**src/rtl/evs_pkg.sv**
```systemverilog
// Shared types and constants of the edge voxel sampler.
// No dependencies; every other RTL file but the checker imports it.
`default_nettype none
package evs_pkg;

   localparam int FRAC_BITS   = 4;
   localparam int MAX_SAMPLES = 64;
   localparam int HALF_COUNT  = MAX_SAMPLES / 2;
   localparam int RECIP_SHIFT = 16;

   localparam int COORD_W = 16;
   localparam int DELTA_W = 17;
   localparam int WHOLE_W = 12;
   localparam int LEN2_W  = 35;
   localparam int SCALE_W = 18;
   localparam int CNT_W   = $clog2(HALF_COUNT + 2);
   localparam int TOT_W   = CNT_W + 1;
   localparam int DIV_W   = 17;
   localparam int DVSR_W  = 8;
   localparam int STEPQ_W = 18;

   localparam logic [DIV_W-1:0] RECIP_NUM = DIV_W'(1) << RECIP_SHIFT;

   typedef enum logic [2:0] {
      F_IDLE,
      F_SQ,
      F_MUL,
      F_CMP,
      F_DIV,
      F_PUSH
   } front_state_type;

   typedef struct packed {
      logic [2:0][COORD_W-1:0] origin;
      logic [2:0][STEPQ_W-1:0] step_q;
      logic [2:0][DVSR_W-1:0]  step_r;
      logic [TOT_W-1:0]        total;
      logic                    sat;
      logic [DIV_W-1:0]        recip;
      logic [DVSR_W-1:0]       vox;
   } job_type;

endpackage
`default_nettype wire

```
**src/rtl/evs_queue.sv**
```systemverilog
// Two-entry job queue between front and back end.
// Depends on evs_pkg for the job record.
`default_nettype none
module evs_queue (
   input  wire logic             clock,
   input  wire logic             reset,
   input  wire logic             in_valid,
   output logic                  in_ready,
   input  wire evs_pkg::job_type in_data,
   output logic                  out_valid,
   input  wire logic             out_ready,
   output evs_pkg::job_type      out_data
);
   import evs_pkg::*;

   job_type    mem_ff [2];
   logic       wr_ptr_ff, rd_ptr_ff;
   logic [1:0] cnt_ff;
   logic       push, pop;

   assign in_ready  = (cnt_ff != 2'd2);
   assign out_valid = (cnt_ff != 2'd0);
   assign out_data  = mem_ff[rd_ptr_ff];
   assign push      = in_valid && in_ready;
   assign pop       = out_valid && out_ready;

   always_ff @(posedge clock) begin
      if (reset) begin
         wr_ptr_ff <= 1'b0;
         rd_ptr_ff <= 1'b0;
         cnt_ff    <= 2'd0;
      end else begin
         if (push) wr_ptr_ff <= !wr_ptr_ff;
         if (pop)  rd_ptr_ff <= !rd_ptr_ff;
         cnt_ff <= cnt_ff + {1'b0, push} - {1'b0, pop};
      end
      if (push) begin
         mem_ff[wr_ptr_ff] <= in_data;
      end
   end
endmodule
`default_nettype wire

```
**config.mk**
```make
export PLATFORM = sky130hd
export DESIGN_NAME = evs_queue
export DESIGN_NICKNAME = d
export VERILOG_FILES = /design/src/rtl/evs_pkg.sv /design/src/rtl/evs_queue.sv
export SDC_FILE = /design/constraint.sdc
export NUM_CORES = 1
export LEC_CHECK = 0
export ABC_AREA = 1
export BUFFER_PORTS_ARGS = -buffer_cell sky130_fd_sc_hd__buf_4
export CAP_MARGIN = 0
export CORE_MARGIN = 5
export CORE_UTILIZATION = 56
export DETAILED_ROUTE_END_ITERATION = 8
export HOLD_SLACK_MARGIN = 0.05
export PLACE_DENSITY = 0.84
export SETUP_SLACK_MARGIN = 0.15
export SLEW_MARGIN = 20
export SYNTH_ARGS = -nofsm -noshare
export SYNTH_HDL_FRONTEND = slang
export SYNTH_SLANG_ARGS = --single-unit
```
**constraint.sdc**
```tcl
create_clock -name clock -period 23.3 [get_ports clock]
set_clock_uncertainty 0.05 [all_clocks]
set_input_delay 1.165 -clock clock [delete_from_list [all_inputs] [get_ports clock]]
set_output_delay 1.165 -clock clock [all_outputs]
set_load 0.05 [all_outputs]
```
=== Word level (Yosys, flattened, before mapping) ===
Memories as Yosys holds them, arrays and structs flattened. A register that Yosys moved wholly into a read port is not among the register bits.
Index checks and enable logic that the tools add are counted.

* Output and inout port bits: 161
* Memory bits (writable): 318
* Memories: 1
* Register bits after elaboration: 4
* Logic and storage cells: 16
* Input bits: 163

{| class="wikitable"
|+ Memories
! memory !! depth !! bits a word !! read ports !! clocked after memory_dff !! write ports !! line !! text
|-
| mem_ff || 2 || 159 || 1 || 1 || 1 || evs_queue.sv:16 || <nowiki>job_type mem_ff [2];</nowiki>
|}

* Muxes and demuxes: 4
* Reduce and logical (&&, ||, !) cells: 5
* Equality and inequality tests: 1
* Add/subtract/negate cells: 2

{| class="wikitable"
|+ Operators with widths
! cell !! count
|-
| $mux 1 || 4
|-
| $add 2x1->2 || 1
|-
| $logic_and 1x1->1 || 2
|-
| $logic_not 1->1 || 2
|-
| $ne 2x2->1 const B || 1
|-
| $reduce_bool 2->1 || 1
|-
| $sub 2x1->2 || 1
|}

=== Depth between registers and ports, before layout ===
* Word-level depth: 4
* Mapped depth: 11
* Depth with buffers taken out: 11

=== Worst setup path before layout ===
No wires, ideal clock.

* Path type: in2reg
* Start point: input port in_valid
* End point: memory mem_ff[1][0] (netlist bit), enable pin
* Arrival: 7.957 ns
* Library setup time: 0.682 ns
* Stages: 2
* Data required time: 22.568 ns
* Buffers on the path: 0
* Setup slack: 14.610 ns
* Cell sequence: nand2_1 > nor2_1

* Longest elaborated chain between the ends: 3

{| class="wikitable"
|+ Ends and longest elaborated chain
! item !! line !! text
|-
| from (decl) || evs_queue.sv:7 || <nowiki>input wire logic in_valid,</nowiki>
|-
| $logic_and 1x1->1 || evs_queue.sv:24 || <nowiki>assign push = in_valid && in_ready;</nowiki>
|-
| $mux 1 || evs_queue.sv:37 || <nowiki>if (push) begin</nowiki>
|-
| $mux 1 (not written as such) || evs_queue.sv:38 || <nowiki>mem_ff[wr_ptr_ff] <= in_data;</nowiki>
|-
| to (decl) || evs_queue.sv:16 ||
|}

Every way passes these cells.

==> results by group <==
Clock network
  • Max clock buf depth: 3
  • Root cell of the clock tree: clkbuf_16
  • Clk slew on worst S/H paths: 60 ps
  • H-tree depth: 1
  • Clock Latency Late Sink: 540 ps
  • CTS buffer count: 30
  • CTS tree: done
  • CTS sink count: 323
  • Hold-fix buffers at CTS: 0
  • # resized after CTS: 0
  • Postcts setup bufs: 0

STA
  • Relative slew slack: 0.2747
  • Post-layout minimum cycle time: 4205 ps
  • Period utilization: 0.1805
  • Max Fclk: 237.8 MHz
  • Final hold vios: 0
  • Worst-margin pin slew: 1088 ps
  • Final setup fails: 0
  • Max Slew Vio Count: 0
  • RSZ-0062 raised after global routing: no
  • Total Neg Setup Slack: 0 ps

Drt
  • Via Count: 5,986
  • Final ANT Viol Nets: 0
  • DR vias/cell: 5.116
  • # DRC: 0
  • WL per Instance: 20.50 µm
  • Post-Route WL: 23,990 µm
  • Iteration-0 DRC Markers: 250
  • Pre-antenna DRT Iters: 4

Floorplan
  • Die Span Y: 157.2 µm
  • Die ar.: 0.02471 mm²
  • # rows: 53
  • Starting Density: 0.5735
  • Die width: 157.2 µm
  • Core box area: 0.02115 mm²
  • # IOs: 324

Placement
  • Routability Congestion: 0.7268
  • Port bufs: 323
  • DP HPWL: 16,390 µm
  • Placed cell count: 1,117

Pwr
  • Internal: 1262 µW
  • Net Sw Frac: 0.3533
  • Power per cell area: 124.0 mW/mm²
  • P_leak: 0.006083 µW
  • Sequential power share: 0.393
  • VDD IR-drop max: 0.08466 mV
  • Psw: 689.7 µW
  • Clock power share: 0.239
  • Combinational share of power: 0.367

Synth
  • Async set-reset flop share out of synthesis: 0
  • Synth Instances: 531
  • Top cell type's share of synthesized area: 0.7871
  • Post-Synthesis Cell Area: 0.01213 mm²
  • Cell with the most instances after synthesis: edfxtp_1
  • Synth Warn #: 0
  • Syn_area_per_cell: 22.85 µm²
  • Synth Net Count: 695
  • Number of synthesized flops with an enable pin: 318
  • Sequential area share after synthesis: 0.7954
  • FF+latch count, synth: 323
  • Main flop type after synthesis: edfxtp_1
  • Synth area leader: edfxtp_1
  • Top cells by area, synth: edfxtp_1 (79%), mux2_4 (13%), mux2_2 (5.4%)
  • Top cells by count, synth: edfxtp_1 (318), mux2_4 (101), mux2_2 (58)
  • Synth cell types: 14

Setup path
  • Crit path top cell by count: buf_4
  • Req. time, crit path: 22,090 ps
  • WP data arrival: 2990 ps
  • Crit path max fanout: 65
  • CP Class: reg2out
  • Sequence of cells on the critical path: buf_4 > mux2_2 > buf_4
  • Max stage delay on crit path: 950 ps
  • Crit end category: output pin
  • CP Launch Type: register
  • Critical path's slowest cell: buf_4

Min path
  • Min-delay worst type: reg2reg

Layout
  • Final Non-Filler Cells: 1,170
  • Layout cells sized above 1: 0.5955
  • ANT cells: 0
  • NumNets Final: 1,038
  • Area Growth Syn to Fin: 29.71%

Run status
  • Status: complete, no violations

GRT
  • Initial antenna violation count: 1
  • Global-route wire length before repair: 35,710 µm
  • Largest net degree at the start of global routing: 78
  • Grt ovf: 0
  • Vias in the first global route: 6,500
  • Tot GR Track Use: 0.1897

Run
  • Maxcap violations: 0
-- worst max-delay path: cells and delay by family (launching register included) --
| family | cells | cell delay [ps] |
|---|---|---|
| flip-flops | 1 | 790 |
| multiplexers | 1 | 450 |
| buffers and inverters | 2 | 1150 |
-- cell families after synthesis --
logic type | Yosys count | synth area share
DFF | 323 | 0.7954
xor gates and xnor gates | 1 | 0.0007221
adders and majority gates | 1 | 0.001031
muxes | 159 | 0.1788
AOI/OAI and AO/OA | 2 | 0.0008251
buffers and inverters | 26 | 0.01712
and+or+nand+nor | 19 | 0.006084
-- placed cells by master (no fill, tap or decap), drive strengths merged --
cell type / n
a21oi: 2
buf: 329
bufinv: 3
clkbuf: 37
clkinv: 12
clkinvlp: 1
dfxtp: 5
edfxtp: 318
ha: 1
inv: 8
mux2: 159
nand2: 8
nand3: 1
nor2: 9
nor3: 1
xnor2: 1
-- through the flow --
step	total power (µW)	hold WS [ps]	setup slack [ps]	area (µm²)	util
6_report	1952	458.1	19100	15740	0.7439
5_1_grt	2030	496.2	18950	15740	0.7439
4_1_cts	1970	456.6	19040	15740	0.7439
3_5_place_dp	1502	440.3	18910	14790	0.6990
3_3_place_gp	1493	431.2	18910	14790	0.6990
2_1_floorplan	1328	416.9	14610	12130	-
-- per-layer routing --
layer	vias up	global-route usage	part of all wire
met5	-	0	0.00075
met4	2	0.04179	0.018
met3	34	0.06956	0.11
met2	278	0.3299	0.50
met1	2905	0.2289	0.37
li1	2767	-	-
-- flip-flops by register name, summed over array words and instances, names as in the netlist, named ones only --
register and flops:
mem_ff 318, cnt_ff 2, wr_ptr_ff 1, rd_ptr_ff 1
-- worst paths after layout --
kind | startpoint | end | slack [ps] | cells past startpoint
max | register | out_data[28] | 19100 | 3
min | rd_ptr_ff | rd_ptr_ff | 460 | 2
max reg2reg | cnt_ff[0] | mem_ff[0][155] | 19650 | 6
min reg2reg | rd_ptr_ff | rd_ptr_ff | 460 | 2
-- area by class of cell --
type / instances / area, µm²
Tap cell: 275 / 344.1
Timing Repair Buffer: 329 / 2470
Sequential cell: 323 / 9653
Clock buffer: 37 / 798.3
Inverter: 8 / 30.03
Multi-Input combinational cell: 182 / 2290
Fill cell: 1167 / 5418
Clock inverter: 16 / 151.4
-- power groups by stage --
stage | Clock (µW) | Combinational (µW) | Sequential, µW
after floorplan | 0 | 543 | 785
after global routing | 508 | 747 | 775
after detailed placement | 0 | 721 | 780
after global placement | 0 | 718 | 775
final | 467 | 717 | 767
after CTS | 477 | 724 | 769
Power figures use the tool's default switching activity.
