[src/rtl/evs_pkg.sv]
// Shared types and constants of the edge voxel sampler.
// No dependencies; every other RTL file but the checker imports it.
`default_nettype none
package evs_pkg;

   localparam int FRAC_BITS   = 4;
   localparam int MAX_SAMPLES = 64;
   localparam int HALF_COUNT  = MAX_SAMPLES / 2;
   localparam int RECIP_SHIFT = 16;

   localparam int COORD_W = 16;
   localparam int DELTA_W = 17;
   localparam int WHOLE_W = 12;
   localparam int LEN2_W  = 35;
   localparam int SCALE_W = 18;
   localparam int CNT_W   = $clog2(HALF_COUNT + 2);
   localparam int TOT_W   = CNT_W + 1;
   localparam int DIV_W   = 17;
   localparam int DVSR_W  = 8;
   localparam int STEPQ_W = 18;

   localparam logic [DIV_W-1:0] RECIP_NUM = DIV_W'(1) << RECIP_SHIFT;

   typedef enum logic [2:0] {
      F_IDLE,
      F_SQ,
      F_MUL,
      F_CMP,
      F_DIV,
      F_PUSH
   } front_state_type;

   typedef struct packed {
      logic [2:0][COORD_W-1:0] origin;
      logic [2:0][STEPQ_W-1:0] step_q;
      logic [2:0][DVSR_W-1:0]  step_r;
      logic [TOT_W-1:0]        total;
      logic                    sat;
      logic [DIV_W-1:0]        recip;
      logic [DVSR_W-1:0]       vox;
   } job_type;

endpackage
`default_nettype wire

[src/rtl/evs_back.sv]
// Back end: steps through the samples of a job and snaps them to voxels.
// Depends on evs_pkg.
`default_nettype none
module evs_back (
   input  wire logic                        clock,
   input  wire logic                        reset,
   input  wire logic                        job_valid,
   output logic                             job_ready,
   input  wire evs_pkg::job_type            job_data,
   output logic                             rsp_tvalid,
   input  wire logic                        rsp_tready,
   output logic [2:0][evs_pkg::WHOLE_W-1:0] cube,
   output logic                             last,
   output logic                             saturated
);
   import evs_pkg::*;

   localparam int POS_W  = STEPQ_W + 1;
   localparam int PROD_W = WHOLE_W + DIV_W;
   localparam int Q0_W   = PROD_W - RECIP_SHIFT;
   localparam int MV_W   = Q0_W + DVSR_W;

   job_type                 job_ff;
   logic                    busy_ff, busy_in;
   logic [TOT_W-1:0]        i_ff, i_in;
   logic [2:0][STEPQ_W-1:0] accq_ff, accq_in;
   logic [2:0][DVSR_W:0]    accr_ff, accr_in;

   logic                    v1_ff, v2_ff, v3_ff;
   logic [2:0][WHOLE_W-1:0] a1_ff, a2_ff, a3_ff;
   logic [2:0]              neg1_ff, neg2_ff, neg3_ff;
   logic                    last1_ff, last2_ff, last3_ff;
   logic                    sat1_ff, sat2_ff, sat3_ff;
   logic [DIV_W-1:0]        recip1_ff;
   logic [DVSR_W-1:0]       vox1_ff, vox2_ff, vox3_ff;
   logic [2:0][PROD_W-1:0]  p2_ff;
   logic [2:0][MV_W-1:0]    mv3_ff;

   logic                    out_v_ff;
   logic [2:0][WHOLE_W-1:0] cube_ff, cube_in;
   logic                    last_ff, sat_ff;

   logic                    en, emit, pop, is_last;
   logic [2:0][POS_W-1:0]   pos;
   logic [2:0][WHOLE_W-1:0] f, a;
   logic [2:0][DVSR_W:0]    r_sum;

   assign en      = !out_v_ff || rsp_tready;
   assign emit    = en && busy_ff;
   assign pop     = en && !busy_ff && job_valid;
   assign is_last = (i_ff + 1'b1 == job_ff.total);
   assign job_ready = pop;

   // incremental floor(i*delta/total): quotient and remainder walk
   always_comb begin
      busy_in = busy_ff;
      i_in    = i_ff;
      accq_in = accq_ff;
      accr_in = accr_ff;
      for (int k = 0; k < 3; k++) begin
         pos[k] = POS_W'(signed'(job_ff.origin[k])) + POS_W'(signed'(accq_ff[k]));
         f[k]   = pos[k][FRAC_BITS +: WHOLE_W];
         a[k]   = f[k][WHOLE_W-1] ? -f[k] : f[k];
         r_sum[k] = accr_ff[k] + {1'b0, job_ff.step_r[k]};
      end
      if (pop) begin
         busy_in = 1'b1;
         i_in    = '0;
         accq_in = '0;
         accr_in = '0;
      end else if (emit) begin
         i_in = i_ff + 1'b1;
         if (is_last) busy_in = 1'b0;
         for (int k = 0; k < 3; k++) begin
            if (r_sum[k] >= (DVSR_W+1)'(job_ff.total)) begin
               accr_in[k] = r_sum[k] - (DVSR_W+1)'(job_ff.total);
               accq_in[k] = accq_ff[k] + job_ff.step_q[k] + 1'b1;
            end else begin
               accr_in[k] = r_sum[k];
               accq_in[k] = accq_ff[k] + job_ff.step_q[k];
            end
         end
      end
   end

   // last stage: remainder correction and sign restore
   always_comb begin
      logic [WHOLE_W-1:0] r0, r1, m;
      for (int k = 0; k < 3; k++) begin
         r0 = a3_ff[k] - mv3_ff[k][WHOLE_W-1:0];
         r1 = (r0 >= WHOLE_W'(vox3_ff)) ? r0 - WHOLE_W'(vox3_ff) : r0;
         m  = a3_ff[k] - r1;
         if (a3_ff[k] > WHOLE_W'(vox3_ff)) begin
            cube_in[k] = neg3_ff[k] ? -m : m;
         end else begin
            cube_in[k] = '0;
         end
      end
   end

   always_ff @(posedge clock) begin
      if (reset) begin
         busy_ff  <= 1'b0;
         v1_ff    <= 1'b0;
         v2_ff    <= 1'b0;
         v3_ff    <= 1'b0;
         out_v_ff <= 1'b0;
      end else begin
         busy_ff <= busy_in;
         if (en) begin
            v1_ff    <= emit;
            v2_ff    <= v1_ff;
            v3_ff    <= v2_ff;
            out_v_ff <= v3_ff;
         end
      end
      i_ff    <= i_in;
      accq_ff <= accq_in;
      accr_ff <= accr_in;
      if (pop) job_ff <= job_data;
      if (en) begin
         for (int k = 0; k < 3; k++) begin
            a1_ff[k]   <= a[k];
            neg1_ff[k] <= f[k][WHOLE_W-1];
            p2_ff[k]   <= PROD_W'(a1_ff[k]) * PROD_W'(recip1_ff);
            mv3_ff[k]  <= MV_W'(p2_ff[k][RECIP_SHIFT +: Q0_W]) * MV_W'(vox2_ff);
         end
         last1_ff  <= is_last;
         sat1_ff   <= job_ff.sat;
         recip1_ff <= job_ff.recip;
         vox1_ff   <= job_ff.vox;
         a2_ff     <= a1_ff;
         neg2_ff   <= neg1_ff;
         last2_ff  <= last1_ff;
         sat2_ff   <= sat1_ff;
         vox2_ff   <= vox1_ff;
         a3_ff     <= a2_ff;
         neg3_ff   <= neg2_ff;
         last3_ff  <= last2_ff;
         sat3_ff   <= sat2_ff;
         vox3_ff   <= vox2_ff;
         cube_ff   <= cube_in;
         last_ff   <= last3_ff;
         sat_ff    <= sat3_ff;
      end
   end

   assign rsp_tvalid = out_v_ff;
   assign cube       = cube_ff;
   assign last       = last_ff;
   assign saturated  = sat_ff;
endmodule
`default_nettype wire

[config.mk]
export PLATFORM = sky130hd
export DESIGN_NAME = evs_back
export DESIGN_NICKNAME = d
export VERILOG_FILES = /design/src/rtl/evs_pkg.sv /design/src/rtl/evs_back.sv
export SDC_FILE = /design/constraint.sdc
export NUM_CORES = 2
export LEC_CHECK = 0
export ABC_AREA = 1
export BUFFER_PORTS_ARGS = -buffer_cell sky130_fd_sc_hd__buf_4
export CELL_PAD_IN_SITES_DETAIL_PLACEMENT = 0
export CELL_PAD_IN_SITES_GLOBAL_PLACEMENT = 1
export CORE_UTILIZATION = 53
export CTS_CLUSTER_DIAMETER = 50
export DETAILED_ROUTE_END_ITERATION = 10
export GPL_TIMING_DRIVEN = 0
export PLACE_DENSITY_LB_ADDON = 0.25
export SETUP_SLACK_MARGIN = 0.5
export SLEW_MARGIN = 20
export SYNTH_ARGS = -nofsm -noshare
export SYNTH_HDL_FRONTEND = slang
export SYNTH_SLANG_ARGS = --single-unit
[constraint.sdc]
create_clock -name clock -period 41.9 [get_ports clock]
set_clock_uncertainty 0.15 [all_clocks]
set_input_delay 6.285 -clock clock [delete_from_list [all_inputs] [get_ports clock]]
set_output_delay 6.285 -clock clock [all_outputs]
set_load 0.02 [all_outputs]
After elaboration in Yosys (flattened, before gate mapping)
Cells that the tools add are included.
{"block": "word_totals", "ff_bits": 577}
{"block": "op_classes", "addsub": 31, "n_mul": 6, "n_lt_le_gt_ge": 9, "n_eq_ne": 1, "n_mux": 18, "reduce_logical": 9}
{"op": "$mul 12x17->29", "n": 3}
{"op": "$mux 12", "n": 6}
{"op": "$neg 12->12", "n": 6}
{"op": "$sub 12x12->12", "n": 6}
{"op": "$add 18x1->18 const B", "n": 3}
{"op": "$add 18x18->18", "n": 3}
{"op": "$mux 18", "n": 3}
{"op": "$add 16x16->16", "n": 3}
{"op": "$mul 13x8->12", "n": 3}
{"op": "$ge 12x8->1", "n": 3}
{"op": "$gt 12x8->1", "n": 3}
{"op": "$sub 12x8->12", "n": 3}
{"op": "$mux 11", "n": 3}
{"op": "$add 9x8->9", "n": 3}
{"op": "$ge 9x7->1", "n": 3}
{"op": "$mux 9", "n": 3}
{"op": "$sub 9x7->9", "n": 3}
{"op": "$add 7x1->7 const B", "n": 1}
{"op": "$eq 7x7->1", "n": 1}
{"op": "$reduce_bool 2->1", "n": 2}
{"op": "$logic_and 1x1->1", "n": 3}
{"op": "$mux 1", "n": 3}
{"op": "$logic_not 1->1", "n": 2}
{"op": "$reduce_and 2->1", "n": 1}
{"op": "$logic_or 1x1->1", "n": 1}

Logic depth before layout (Yosys ltp)
{"block": "logic_depth", "ltp_word": 6, "mapped_depth": 36}

Least setup slack after synthesis
OpenSTA, ideal clock, no wires.
{"block": "synth_timing", "path_kind": "input-to-output", "start": "input rsp_tready", "end": "output job_ready", "arrival_ns": 18.279, "setup_slack_ns": 17.186, "path_stages": 5, "n_path_buf": 1, "cell_sequence": "nor2_1 inv_1 nand2_1 nor2_1 clkbuf_1"}
{"block": "synth_via", "elab_chain_cells": 3}
{"item": "from (decl)", "line": "evs_back.sv:11", "text": "input wire logic rsp_tready,"}
{"item": "$logic_or 1x1->1", "line": "evs_back.sv:48", "text": "assign en = !out_v_ff || rsp_tready;"}
{"item": "$logic_and 1x1->1 (2 in series)", "line": "evs_back.sv:50", "text": "assign pop = en && !busy_ff && job_valid;"}
{"item": "to (decl)", "line": "evs_back.sv:8", "text": "output logic job_ready,"}
No other way between the ends.

Worst setup path after layout
Same ends and word-level chain as after synthesis.

==> impl_metrics.json <==
{
  "grt_pass1_vias": 45000,
  "diodes": 0,
  "vias": 45400,
  "antenna_found_initial": 3,
  "first_iter_violations": 3081,
  "die_area_mm2": 0.106,
  "clock-root-buffer": "clkbuf_16",
  "yosysMostFrequentCell": "nand2_1",
  "critPathRequiredTime_ns": 35.47,
  "finalInstanceArea_mm2": 0.0616,
  "grt_start_max_net_pins": 116,
  "synth_top_area_share_pct": 23.0,
  "period_minus_slack_ns": 15.86,
  "cts_resized": 0,
  "synth_edf_count": 427,
  "fmax_mhz": 63.0,
  "syn_to_final_growth_pct": 10.6,
  "hold_class": "reg -> reg",
  "timing.setup.tns_ns": 0,
  "core_area_mm2": 0.104,
  "synth_nets": 8098,
  "maxCapViolCount": 0,
  "path_cells": "buf_4 -> nor2_1 -> inv_8 -> nand2_1 -> nor2_1 -> clkbuf_4 -> buf_12 -> buf_16 -> buf_4",
  "insertion_delay_ns": 0.64,
  "post-route-period-util_pct": 37.9,
  "synth_cells": 6869,
  "report.final.slew_viol_count": 0,
  "ys_async_sr_fraction_pct": 0,
  "rsz0062_at_grt": "false",
  "worstMarginPinSlew_ns": 1.18,
  "finalHoldViolCount": 0,
  "fin_cells": 8590,
  "holdBufCountCts": 0,
  "slowest_delay_ns": 0.64,
  "synth.area.top_cells": "edfxtp_1, fa_1, nand2_1",
  "start_util_pct": 53.7,
  "synthesis.area_mm2": 0.0557,
  "crit_slowest_cell": "nor2_1",
  "yosysTopAreaCell": "edfxtp_1",
  "grt_overflow_total": 0,
  "num-nets-final": 8377,
  "gp_congestion": 0.957,
  "ant_nets": 0,
  "wl_per_cell_um": 18.2,
  "routed_wl_um": 156000,
  "utilization_pct": 59.4,
  "critical_path.startpoint_type": "input pin",
  "placed_cell_area_mm2": 0.0590,
  "dp_cells": 8451,
  "end_kind": "primary output",
  "place_hpwl_um": 127000,
  "arrival_ns": 9.43,
  "first_pass_iters": 6,
  "port_buffers": 196,
  "crit_family": "buffers and inverters",
  "setup_viol": 0,
  "drcViolationCount": 0,
  "synth_commonest_cells": "nand2_1, inv_1, fa_1",
  "yosysWarnings": 0,
  "vias_per_cell": 5.29,
  "ys_types": 61,
  "clock_tree.htree_level_count": 3,
  "synth_seq_cells": 514,
  "ios": 203,
  "grt_pass1_wl_um": 245000,
  "yosysSeqAreaShare_pct": 26.2,
  "die_h_um": 326,
  "cts.sinks": 514,
  "crit_type": "in -> out",
  "placementRows": 118,
  "path_clk_slew_ns": 0.06,
  "die_w_um": 326,
  "status": "complete, no violations",
  "avgSynthCellArea_um2": 8.11,
  "gr-usage-all-layers_pct": 29.8,
  "cts_buffers": 75,
  "slew_headroom_pct": 21.0,
  "drive_gt1_share_pct": 5.88,
  "tritoncts": "built",
  "synthFlopType": "edfxtp_1",
  "clockBufferDepth": 3,
  "cts_setup_buffers": 0,
  "worst-path-buf-inv": 6,
  "worstPathMaxFanout": 59
}
path summary, 6_finish.rpt:
| check | from | endpoint | slack [ns] | depth (start not counted) |
|---|---|---|---|---|
| min reg2reg | neg1_ff[2] | neg2_ff[2] | 0.26 | 0 |
| min | neg1_ff[2] | neg2_ff[2] | 0.26 | 0 |
| max | rsp_tready | job_ready | 26.04 | 9 |
| max reg2reg | recip1_ff[16] | p2_ff[25] | 34.41 | 23 |
cell usage in the layout (no fill, tap or decap), drive strengths merged, types with 8 or more instances in the layout:
master	Yosys	layout
edfxtp	427	427
nand4	78	78
fa	570	570
o21ai	211	211
buf	26	228
nor3	47	47
nand3	292	292
o21bai	32	32
nand2	1893	1893
o211ai	12	12
nand3b	21	21
a21o	16	16
dfxtp	87	87
xnor2	110	110
a21boi	8	8
o21a	10	10
a21oi	365	365
inv	1421	1443
a31oi	17	17
ha	496	496
clkinv	3	24
or2	8	8
xor2	170	170
nor4	10	10
nor2	314	314
clkbuf	192	278
logic make-up (layout without fill, tap and decap cells):
kind of cell | after synthesis | in the layout | share of synthesized area, %
buffers and inverters | 1642 | 1983 | 11.2
AO/OA/AOI/OAI | 697 | 697 | 6.91
flip-flops | 514 | 514 | 26.2
XOR/XNOR | 280 | 280 | 4.51
multiplexers | 2 | 2 | 0.0360
adder cells (fa/ha/maj) | 1066 | 1066 | 31.6
AND/OR/NAND/NOR | 2668 | 2668 | 19.6
sequential cells by signal, indices dropped and copies added (netlist names), 17 cells and up:
register	count
accr_ff	27
a2_ff	36
a3_ff	36
recip1_ff	17
p2_ff	36
a1_ff	36
cube	36
accq_ff	48
mv3_ff	36
job_ff	153
final cells by class:
class	instances	area, um^2
Clock inverter	53	588
Multi-Input combinational cell	4713	34900
Tap cell	1380	1730
Clock buffer	86	1980
Fill cell	9517	42200
Buffer	218	875
Timing Repair Buffer	202	1610
Sequential cell	514	14600
Inverter	1424	5350
routing by layer:
metal / track usage, % / vias to the layer above / wire length, um
met1: 38.8 / 21700 / 65700
met5: 0 / - / 58
met3: 6.02 / 304 / 11800
met2: 49.1 / 1435 / 72700
li1: - / 22000 / -
met4: 10.8 / 8 / 5920
through the flow:
step,hold WS [ns],setup WS (ns)
floorplan,0.250,17.19
global placement,0.250,9.16
detailed placement,0.255,26.04
CTS,0.266,26.04
global route,0.270,25.85
finish,0.264,26.04
Power is not shown: default switching activity piles up to over one toggle a cycle in this logic, so the estimate is an artifact.
