**src/rtl/evs_pkg.sv**
```systemverilog
// Shared types and constants of the edge voxel sampler.
// No dependencies; every other RTL file but the checker imports it.
`default_nettype none
package evs_pkg;

   localparam int FRAC_BITS   = 4;
   localparam int MAX_SAMPLES = 64;
   localparam int HALF_COUNT  = MAX_SAMPLES / 2;
   localparam int RECIP_SHIFT = 16;

   localparam int COORD_W = 16;
   localparam int DELTA_W = 17;
   localparam int WHOLE_W = 12;
   localparam int LEN2_W  = 35;
   localparam int SCALE_W = 18;
   localparam int CNT_W   = $clog2(HALF_COUNT + 2);
   localparam int TOT_W   = CNT_W + 1;
   localparam int DIV_W   = 17;
   localparam int DVSR_W  = 8;
   localparam int STEPQ_W = 18;

   localparam logic [DIV_W-1:0] RECIP_NUM = DIV_W'(1) << RECIP_SHIFT;

   typedef enum logic [2:0] {
      F_IDLE,
      F_SQ,
      F_MUL,
      F_CMP,
      F_DIV,
      F_PUSH
   } front_state_type;

   typedef struct packed {
      logic [2:0][COORD_W-1:0] origin;
      logic [2:0][STEPQ_W-1:0] step_q;
      logic [2:0][DVSR_W-1:0]  step_r;
      logic [TOT_W-1:0]        total;
      logic                    sat;
      logic [DIV_W-1:0]        recip;
      logic [DVSR_W-1:0]       vox;
   } job_type;

endpackage
`default_nettype wire

```
**src/rtl/evs_div.sv**
```systemverilog
// Restoring unsigned divider, one quotient bit per cycle.
// Depends on evs_pkg for widths.
`default_nettype none
module evs_div (
   input  wire logic                       clock,
   input  wire logic                       reset,
   input  wire logic                       start,
   input  wire logic [evs_pkg::DIV_W-1:0]  dividend,
   input  wire logic [evs_pkg::DVSR_W-1:0] divisor,
   output logic                            busy,
   output logic [evs_pkg::DIV_W-1:0]       quotient,
   output logic [evs_pkg::DVSR_W-1:0]      remainder
);
   import evs_pkg::*;

   localparam int STEP_W = $clog2(DIV_W + 1);

   logic [STEP_W-1:0] step_ff, step_in;
   logic [DIV_W-1:0]  quo_ff, quo_in;
   logic [DVSR_W-1:0] rem_ff, rem_in;
   logic [DVSR_W-1:0] dvsr_ff, dvsr_in;
   logic [DVSR_W:0]   trial;

   always_comb begin
      step_in = step_ff;
      quo_in  = quo_ff;
      rem_in  = rem_ff;
      dvsr_in = dvsr_ff;
      trial   = {rem_ff, quo_ff[DIV_W-1]};
      if (start) begin
         step_in = STEP_W'(DIV_W);
         quo_in  = dividend;
         rem_in  = '0;
         dvsr_in = divisor;
      end else if (step_ff != '0) begin
         step_in = step_ff - 1'b1;
         if (trial >= {1'b0, dvsr_ff}) begin
            rem_in = DVSR_W'(trial - {1'b0, dvsr_ff});
            quo_in = {quo_ff[DIV_W-2:0], 1'b1};
         end else begin
            rem_in = trial[DVSR_W-1:0];
            quo_in = {quo_ff[DIV_W-2:0], 1'b0};
         end
      end
   end

   always_ff @(posedge clock) begin
      if (reset) begin
         step_ff <= '0;
      end else begin
         step_ff <= step_in;
      end
      quo_ff  <= quo_in;
      rem_ff  <= rem_in;
      dvsr_ff <= dvsr_in;
   end

   assign busy      = (step_ff != '0);
   assign quotient  = quo_ff;
   assign remainder = rem_ff;
endmodule
`default_nettype wire

```
**src/rtl/evs_front.sv**
```systemverilog
// Front end: takes an edge, finds the sample count, divides the deltas.
// Depends on evs_pkg and evs_div.
`default_nettype none
module evs_front (
   input  wire logic                       clock,
   input  wire logic                       reset,
   input  wire logic                       req_tvalid,
   output logic                            req_tready,
   input  wire logic [95:0]                req_tdata,
   input  wire logic [evs_pkg::DVSR_W-1:0] vox,
   output logic                            job_valid,
   input  wire logic                       job_ready,
   output evs_pkg::job_type                job_data
);
   import evs_pkg::*;

   front_state_type state_ff, state_in;
   logic [2:0][COORD_W-1:0] org_ff, org_in;
   logic [2:0][DELTA_W-1:0] dlt_ff, dlt_in;
   logic [LEN2_W-1:0]       len2_ff, len2_in;
   logic [1:0]              idx_ff, idx_in;
   logic [SCALE_W-1:0]      m_ff, m_in;
   logic [CNT_W-1:0]        k_ff, k_in;
   logic [2*SCALE_W-1:0]    sq_ff, sq_in;
   logic [CNT_W-1:0]        n_ff, n_in;
   logic                    sat_ff, sat_in;
   logic [DVSR_W-1:0]       v_ff, v_in;

   logic signed [DELTA_W-1:0]   d_sel;
   logic signed [2*DELTA_W-1:0] d_sq;
   logic [SCALE_W-1:0]          unit;
   logic                        div_start;
   logic [2:0]                  div_busy;
   logic                        rc_busy;
   logic [2:0][DIV_W-1:0]       qu;
   logic [2:0][DVSR_W-1:0]      ru;
   logic [DIV_W-1:0]            recip;
   logic [DVSR_W-1:0]           rc_rem;
   logic [TOT_W-1:0]            total;
   logic [2:0][DIV_W-1:0]       mag;

   assign unit  = SCALE_W'(v_ff) << FRAC_BITS;
   assign total = {n_ff, 1'b0};
   assign d_sel = dlt_ff[idx_ff];
   assign d_sq  = d_sel * d_sel;

   always_comb begin
      for (int k = 0; k < 3; k++) begin
         mag[k] = dlt_ff[k][DELTA_W-1] ? DIV_W'(-dlt_ff[k]) : DIV_W'(dlt_ff[k]);
      end
   end

   for (genvar g = 0; g < 3; g++) begin : g_axis
      evs_div u_div (
         .clock     (clock),
         .reset     (reset),
         .start     (div_start),
         .dividend  (mag[g]),
         .divisor   (DVSR_W'(total)),
         .busy      (div_busy[g]),
         .quotient  (qu[g]),
         .remainder (ru[g])
      );
   end

   evs_div u_recip (
      .clock     (clock),
      .reset     (reset),
      .start     (div_start),
      .dividend  (RECIP_NUM),
      .divisor   (v_ff),
      .busy      (rc_busy),
      .quotient  (recip),
      .remainder (rc_rem)
   );

   always_comb begin
      state_in   = state_ff;
      org_in     = org_ff;
      dlt_in     = dlt_ff;
      len2_in    = len2_ff;
      idx_in     = idx_ff;
      m_in       = m_ff;
      k_in       = k_ff;
      sq_in      = sq_ff;
      n_in       = n_ff;
      sat_in     = sat_ff;
      v_in       = v_ff;
      req_tready = 1'b0;
      job_valid  = 1'b0;
      div_start  = 1'b0;
      case (state_ff)
         F_IDLE: begin
            req_tready = 1'b1;
            if (req_tvalid) begin
               for (int k = 0; k < 3; k++) begin
                  org_in[k] = req_tdata[16*k +: 16];
                  dlt_in[k] = {req_tdata[16*(k+3)+15], req_tdata[16*(k+3) +: 16]}
                            - {req_tdata[16*k+15], req_tdata[16*k +: 16]};
               end
               len2_in  = '0;
               idx_in   = '0;
               v_in     = vox;
               m_in     = SCALE_W'(vox) << FRAC_BITS;
               k_in     = CNT_W'(1);
               n_in     = '0;
               sat_in   = 1'b0;
               state_in = F_SQ;
            end
         end
         F_SQ: begin
            len2_in = len2_ff + LEN2_W'(unsigned'(d_sq));
            idx_in  = idx_ff + 1'b1;
            if (idx_ff == 2'd2) begin
               state_in = F_MUL;
            end
         end
         F_MUL: begin
            sq_in    = m_ff * m_ff;
            state_in = F_CMP;
         end
         F_CMP: begin
            if (sq_ff <= {1'b0, len2_ff}) begin
               if (k_ff == CNT_W'(HALF_COUNT + 1)) begin
                  sat_in    = 1'b1;
                  div_start = 1'b1;
                  state_in  = F_DIV;
               end else begin
                  n_in     = k_ff;
                  k_in     = k_ff + 1'b1;
                  m_in     = m_ff + unit;
                  state_in = F_MUL;
               end
            end else if (n_ff == '0) begin
               state_in = F_IDLE;   // too short for any sample
            end else begin
               div_start = 1'b1;
               state_in  = F_DIV;
            end
         end
         F_DIV: begin
            if (!rc_busy && div_busy == '0) begin
               state_in = F_PUSH;
            end
         end
         F_PUSH: begin
            job_valid = 1'b1;
            if (job_ready) begin
               state_in = F_IDLE;
            end
         end
         default: state_in = F_IDLE;
      endcase
   end

   // floor division from the unsigned quotient and remainder
   always_comb begin
      job_data.origin = org_ff;
      job_data.total  = total;
      job_data.sat    = sat_ff;
      job_data.recip  = recip;
      job_data.vox    = v_ff;
      for (int k = 0; k < 3; k++) begin
         if (!dlt_ff[k][DELTA_W-1]) begin
            job_data.step_q[k] = STEPQ_W'(qu[k]);
            job_data.step_r[k] = ru[k];
         end else if (ru[k] == '0) begin
            job_data.step_q[k] = -STEPQ_W'(qu[k]);
            job_data.step_r[k] = '0;
         end else begin
            job_data.step_q[k] = -STEPQ_W'(qu[k]) - 1'b1;
            job_data.step_r[k] = DVSR_W'(total) - ru[k];
         end
      end
   end

   always_ff @(posedge clock) begin
      if (reset) begin
         state_ff <= F_IDLE;
      end else begin
         state_ff <= state_in;
      end
      org_ff  <= org_in;
      dlt_ff  <= dlt_in;
      len2_ff <= len2_in;
      idx_ff  <= idx_in;
      m_ff    <= m_in;
      k_ff    <= k_in;
      sq_ff   <= sq_in;
      n_ff    <= n_in;
      sat_ff  <= sat_in;
      v_ff    <= v_in;
   end
endmodule
`default_nettype wire

```
**config.mk**
```make
export PLATFORM = sky130hd
export DESIGN_NAME = evs_front
export DESIGN_NICKNAME = d
export VERILOG_FILES = /design/src/rtl/evs_pkg.sv /design/src/rtl/evs_div.sv /design/src/rtl/evs_front.sv
export SDC_FILE = /design/constraint.sdc
export NUM_CORES = 2
export LEC_CHECK = 0
export BUFFER_PORTS_ARGS = -buffer_cell sky130_fd_sc_hd__buf_4
export CAP_MARGIN = 10
export CORE_MARGIN = 5
export CORE_UTILIZATION = 55
export CTS_CLUSTER_SIZE = 10
export DETAILED_ROUTE_END_ITERATION = 10
export GPL_TIMING_DRIVEN = 0
export PLACE_DENSITY_LB_ADDON = 0.3
export SLEW_MARGIN = 20
export SYNTH_ARGS = -nofsm -noshare
export SYNTH_HDL_FRONTEND = slang
export SYNTH_SLANG_ARGS = --single-unit
export TNS_END_PERCENT = 20
```
**constraint.sdc**
```tcl
create_clock -name clock -period 10.76 [get_ports clock]
set_input_delay 2.152 -clock clock [delete_from_list [all_inputs] [get_ports clock]]
set_output_delay 2.152 -clock clock [all_outputs]
set_load 0.1 [all_outputs]
```
==> Yosys cells after proc, flatten, opt, wreduce, memory -nomap -nowiden <==
Index checks and enable logic that the tools add are counted.
{ "totals": {"mem_count": 0, "ram_bits": 0, "latch_bits": 0, "romBits": 0, "regBits": 348} }
{ "op_classes": {"div": 0, "mux": 73, "shifts": 0, "n_bitwise": 0, "eq_ne": 14, "n_mul": 2, "addsub": 27, "n_reduce_logical": 24, "order_cmp": 6} }
{ "op_table": {"columns": ["operator", "count"], "rows": [
  ["$mux 17", 10],
  ["$mux 18", 9],
  ["$mux 8", 10],
  ["$pmux 35 s2", 1],
  ["$neg 17->18", 3],
  ["$sub 18x1->18 const B", 3],
  ["$neg 17->17", 3],
  ["$sub 16x16->17", 3],
  ["$mux 5", 8],
  ["$le 36x35->1", 1],
  ["$mul 18x18->36", 1],
  ["$mux 6", 6],
  ["$pmux 18 s2", 1],
  ["$add 35x34->35", 1],
  ["$mux 35", 1],
  ["$bmux 17 s2", 1],
  ["$mul 17x17->34", 1],
  ["$ge 9x7->1", 3],
  ["$logic_not 8->1", 3],
  ["$pmux 6 s2", 2],
  ["$sub 7x8->8", 3],
  ["$sub 8x7->8", 3],
  ["$mux 3", 7],
  ["$reduce_bool 5->1", 4],
  ["other kinds (26)", 58]
]} }

==> Depth between registers and ports, before layout <==
{ "depth": {"ltp_word": 5, "depth_mapped": 39, "mapped_depth_nobuf": 36} }

==> Modules after synthesis <==
Synthesis repeated with hierarchy kept, for this count alone.
{ "unflattened": {"cells_unflattened": 4213, "hier_area_um2": 39858.2} }
{ "modules_own_cells": {"columns": ["module", "seq_area_each_um2", "n_inst", "area_each_um2", "cells_each"], "rows": [
  ["evs_front", 6005.8, 1, 31725.4, 3469],
  ["evs_div", 1011.0, 4, 2033.2, 186]
]} }

==> Least setup slack after synthesis <==
Ideal clock, no wire load.
{ "synth_timing": {"path_kind": "flip-flop to flip-flop", "from": "register idx_ff[1]", "to": "register len2_ff[34], data pin", "period_less_slack_ps": 9204, "setup_ps": 275, "arrival_time_ps": 8929, "required_ps": 10485, "slack_ps": 1556, "stages_incl_launch_ff": 37, "path_cell_list": "edfxtp_1 > clkbuf_1 > buf_1 > mux2i_1 > nor2_1 > a21oi_1 > clkinv_1 > nand2_1 > inv_1 > fa_1 > inv_1 > fa_1 > fa_1 > inv_1 > fa_1 > fa_1 > inv_1 > fa_1 > inv_1 > ha_1 > a211oi_1 > o211ai_1 > a211oi_1 > o21bai_1 > o21ai_0 > o21bai_1 > a21oi_1 > xnor2_1 > ha_1 > nand2_1 > o21ai_0 > a21oi_1 > nand3b_1 > a311oi_1 > o311ai_0 > nand2_1 > o211ai_1"} }
{ "synth_via": {"elab_chain_cells": 5} }
{ "synth_lines": {"columns": ["element", "line_no", "rtl"], "rows": [
  ["from (decl)", "evs_front.sv:21", "logic [1:0] idx_ff, idx_in;"],
  ["from (signal assigned)", "evs_front.sv:186", "idx_ff <= idx_in;"],
  ["$bmux 17 s2", "evs_front.sv:44", "assign d_sel = dlt_ff[idx_ff];"],
  ["$mux 17 (not written as such)", "evs_front.sv:44", null],
  ["$mul 17x17->34", "evs_front.sv:45", "assign d_sq = d_sel * d_sel;"],
  ["$add 35x34->35", "evs_front.sv:112", "len2_in = len2_ff + LEN2_W'(unsigned'(d_sq));"],
  ["$pmux 35 s2", "evs_front.sv:92", "case (state_ff)"],
  ["to (signal assigned)", "evs_front.sv:185", "len2_ff <= len2_in;"],
  ["to (decl)", "evs_front.sv:20", "logic [LEN2_W-1:0] len2_ff, len2_in;"]
]} }
No other way between the ends. The select of a mux whose other input is x is not followed.
A chain may end at the register's enable or synchronous reset.

==> Worst setup path after layout <==
{ "layout_timing": {"from": "register idx_ff[0]", "to": "register len2_ff[34], data pin"} }
Same word-level chain as after synthesis.

==> impl_metrics.sql <==
INSERT INTO impl_metrics (metric_group, metric, value, unit) VALUES
('setup_path', 'startpoint_type', 'flop', ''),
('die', 'placeableCoreArea', '0.0698', 'mm^2'),
('setup_path', 'crit_path_max_fanout', '10', ''),
('synth', 'yosysUniqueCellTypes', '98', ''),
('clocking', 'clock_insertion_delay_worst_skew', '0.60', 'ns'),
('route', 'drt_wl_total', '100000', 'um'),
('synth', 'synth.yosys.warnings', '0', ''),
('global_routing', 'first_global_vias', '30506', ''),
('sta', 'finalClockSkew', '0.0298', 'ns'),
('synth', 'syn_inst', '4122', ''),
('hold_path', 'worstHoldPathType', 'reg2reg', ''),
('global_routing', 'grt_pass1_wl', '160000', 'um'),
('setup_path', 'required', '11.09', 'ns'),
('cells_and_area', 'fillers', '5918', ''),
('synth', 'synth_top_cell_by_area', 'sky130_fd_sc_hd__fa_1', ''),
('clocking', 'cts_buffer_count', '43', ''),
('synth', 'post_synthesis_cell_area', '0.0386', 'mm^2'),
('sta', 'finalHoldViolations', '0', ''),
('setup_path', 'most_repeated_library_cell_on_the_critical_path', 'sky130_fd_sc_hd__fa_1', ''),
('sta', 'slew_headroom', '31.3', '%'),
('cells_and_area', 'post_route_cells_drive_above_1_share', '10.8', '%'),
('setup_path', 'critPathTopFamily', 'adder cells', ''),
('setup_path', 'critical_path_arrival', '10.43', 'ns'),
('setup_path', 'slowest_delay', '0.56', 'ns'),
('clocking', 'cts_tree', 'built', ''),
('synth', 'async_reset_ff_share', '0', '%'),
('route', 'drt_drc_violations_left', '0', ''),
('synth', 'synth_area_per_cell', '9.35', 'um^2'),
('sta', 'finalWorstSetupSlack', '0.656', 'ns'),
('place', 'port-buffer-count', '267', ''),
('cells_and_area', 'register_area', '0.00934', 'mm^2'),
('sta', 'post-route-min-period', '10.10', 'ns'),
('status', 'outcome', 'finished clean', ''),
('global_routing', 'globalRoute.totalOverflow', '0', ''),
('run', 'maxCapViolations', '0', ''),
('die', 'die_w', '275', 'um'),
('cells_and_area', 'area_occupied_by_multi_input_gates', '0.0262', 'mm^2'),
('clocking', 'clk_path_buf_depth', '3', ''),
('sta', 'fmax', '99.0', 'MHz'),
('sta', 'slew_viol_final', '0', ''),
('synth', 'synth-xor-area-share', '6.22', '%'),
('sta', 'transition_time_at_the_pin_with_the_least_slew_margin', '1.03', 'ns'),
('global_routing', 'antenna_violations_before_repair', '7', ''),
('place', 'place_hpwl', '80500', 'um'),
('setup_path', 'endpoint_kind', 'flop', ''),
('synth', 'ys_top_cells_by_count', '687 x sky130_fd_sc_hd__inv_1, 398 x sky130_fd_sc_hd__fa_1, 369 x sky130_fd_sc_hd__ha_1', ''),
('route', 'route.vias.total', '30597', ''),
('die', 'die_area', '0.0755', 'mm^2'),
('synth', 'cells_taking_the_most_area_after_synthesis', 'sky130_fd_sc_hd__fa_1 21%, sky130_fd_sc_hd__edfxtp_1 20%, sky130_fd_sc_hd__ha_1 12%, sky130_fd_sc_hd__inv_1 6.7%, sky130_fd_sc_hd__xnor2_1 5.0%', ''),
('synth', 'ys.flop_type', 'sky130_fd_sc_hd__edfxtp_1', ''),
('place', 'placement.setup.worst_slack', '-0.947', 'ns'),
('synth', 'main_combinational_cell_family_by_area_after_synthesis', 'adder cells', ''),
('synth', 'synth-compound-area-share', '12.1', '%'),
('clocking', 'htreeDepth', '2', ''),
('cells_and_area', 'synthToLayoutAreaGrowth', '12.4', '%'),
('route', 'post_drt_wl_per_cell', '18.5', 'um'),
('clocking', 'clock_tree.root_cell', 'sky130_fd_sc_hd__clkbuf_16', ''),
('setup_path', 'path_buf_inv', '9', ''),
('setup_path', 'worstSetupPathType', 'reg2reg', ''),
('synth', 'yosys.area_share.simple', '14.2', '%'),
('synth', 'synth.yosys.seq_area_share', '24.2', '%'),
('synth', 'synth_fp_nets', '4997', ''),
('clocking', 'cts.clk_slew.worst_paths', '0.06', 'ns'),
('synth', 'synth_top_cell_area_share', '20.7', '%'),
('clocking', 'number_of_hold_buffers_added_after_cts', '0', ''),
('die', 'die-height', '275', 'um'),
('global_routing', 'grt_max_degree', '57', ''),
('die', 'effective_utilization_at_floorplan', '55.2', '%'),
('synth', 'yosys_register_bits', '335', ''),
('sta', 'crit_share_post_route', '93.9', '%'),
('route', 'route.detailed.vias_per_inst', '5.65', '');
==> path summary, 6_finish.rpt <==
kind / start / endpoint / slack (ns) / cells after the start
min reg2reg: u_recip.quotient[10] / u_recip.quotient[10] / 0.47 / 2
max: idx_ff[0] / len2_ff[34] / 0.66 / 36
min: u_recip.quotient[10] / u_recip.quotient[10] / 0.47 / 2
max reg2reg: idx_ff[0] / len2_ff[34] / 0.66 / 36
==> flip-flops by register name (all words and copies together) (netlist names), 14 cells and up <==
name                    cells
g_axis.u_div.step_ff       15
sq_ff                      27
u_recip.quotient           17
dlt_ff                     51
job_data                   48
m_ff                       14
len2_ff                    35
g_axis.u_div.remainder     24
g_axis.u_div.quotient      51
==> final cells by class <==
class / instances / share of cell area (%)
Antenna cell: 6 / 0.0347
Timing Repair Buffer: 274 / 4.91
Clock buffer: 62 / 2.72
Buffer: 119 / 1.19
Sequential cell: 335 / 21.6
Inverter: 695 / 6.03
Multi-Input combinational cell: 2972 / 60.5
Clock inverter: 12 / 0.401
Tap cell: 940 / 2.71
==> placed cells by master (no fill, tap or decap), drive strengths merged, types with 16 or more instances in the layout <==
master,count
inv,690
fa,398
ha,369
nor2,324
buf,304
nand2,293
edfxtp,263
xnor2,220
a21oi,210
o21ai,167
clkbuf,151
and2,86
nor3,80
dfxtp,72
nand3,65
a21o,64
xor2,54
mux2,48
a211oi,47
mux2i,45
nor2b,38
nor4,34
nand2b,30
o211ai,28
or3,28
o31ai,27
o21a,27
and3,25
or4,23
a31oi,22
or2,22
o22ai,19
nand4,17
o21bai,16
==> stage by stage <==
step	util [%]	hold WS [ns]	cell area (um^2)	TNS, ns
3_3_place_gp	59.8	0.461	41700	-3.89
3_5_place_dp	60.0	0.465	41900	-4.71
4_1_cts	62.0	0.474	43300	0
5_1_grt	62.1	0.498	43300	0
6_report	62.1	0.473	43300	0
2_1_floorplan	-	0.446	38600	0
==> routing by layer <==
metal / GRT usage, % / part of all wire (%)
met5: 0 / 0.013
met2: 44.9 / 48
met1: 34.8 / 41
met3: 3.99 / 7.3
met4: 8.56 / 3.3
==> logic make-up (layout without fill, tap and decap cells) <==
logic type	after synthesis	count (layout)
multiplexers	93	93
adder cells (fa/ha/maj)	767	767
buffers and inverters	815	1162
other	1	7
XOR/XNOR	274	274
AO/OA/AOI/OAI	727	727
flip-flops	335	335
AND/OR/NAND/NOR	1110	1110
==> tightest hold or removal path: stages, from the launching register on <==
cell and delay [ns]:
sky130_fd_sc_hd__dfxtp_1 0.32, sky130_fd_sc_hd__nand2_1 0.06, sky130_fd_sc_hd__a21oi_1 0.05
==> what timing repair did <==
action,4_1_cts,5_1_grt
setup buffers,0,0
resized for setup,7,17
setup endpoints to repair,9,9
gates cloned,0,0
Power is left out: the tool's default activity adds up to more than one toggle a clock period on the data nets, which glitch-free logic cannot reach.
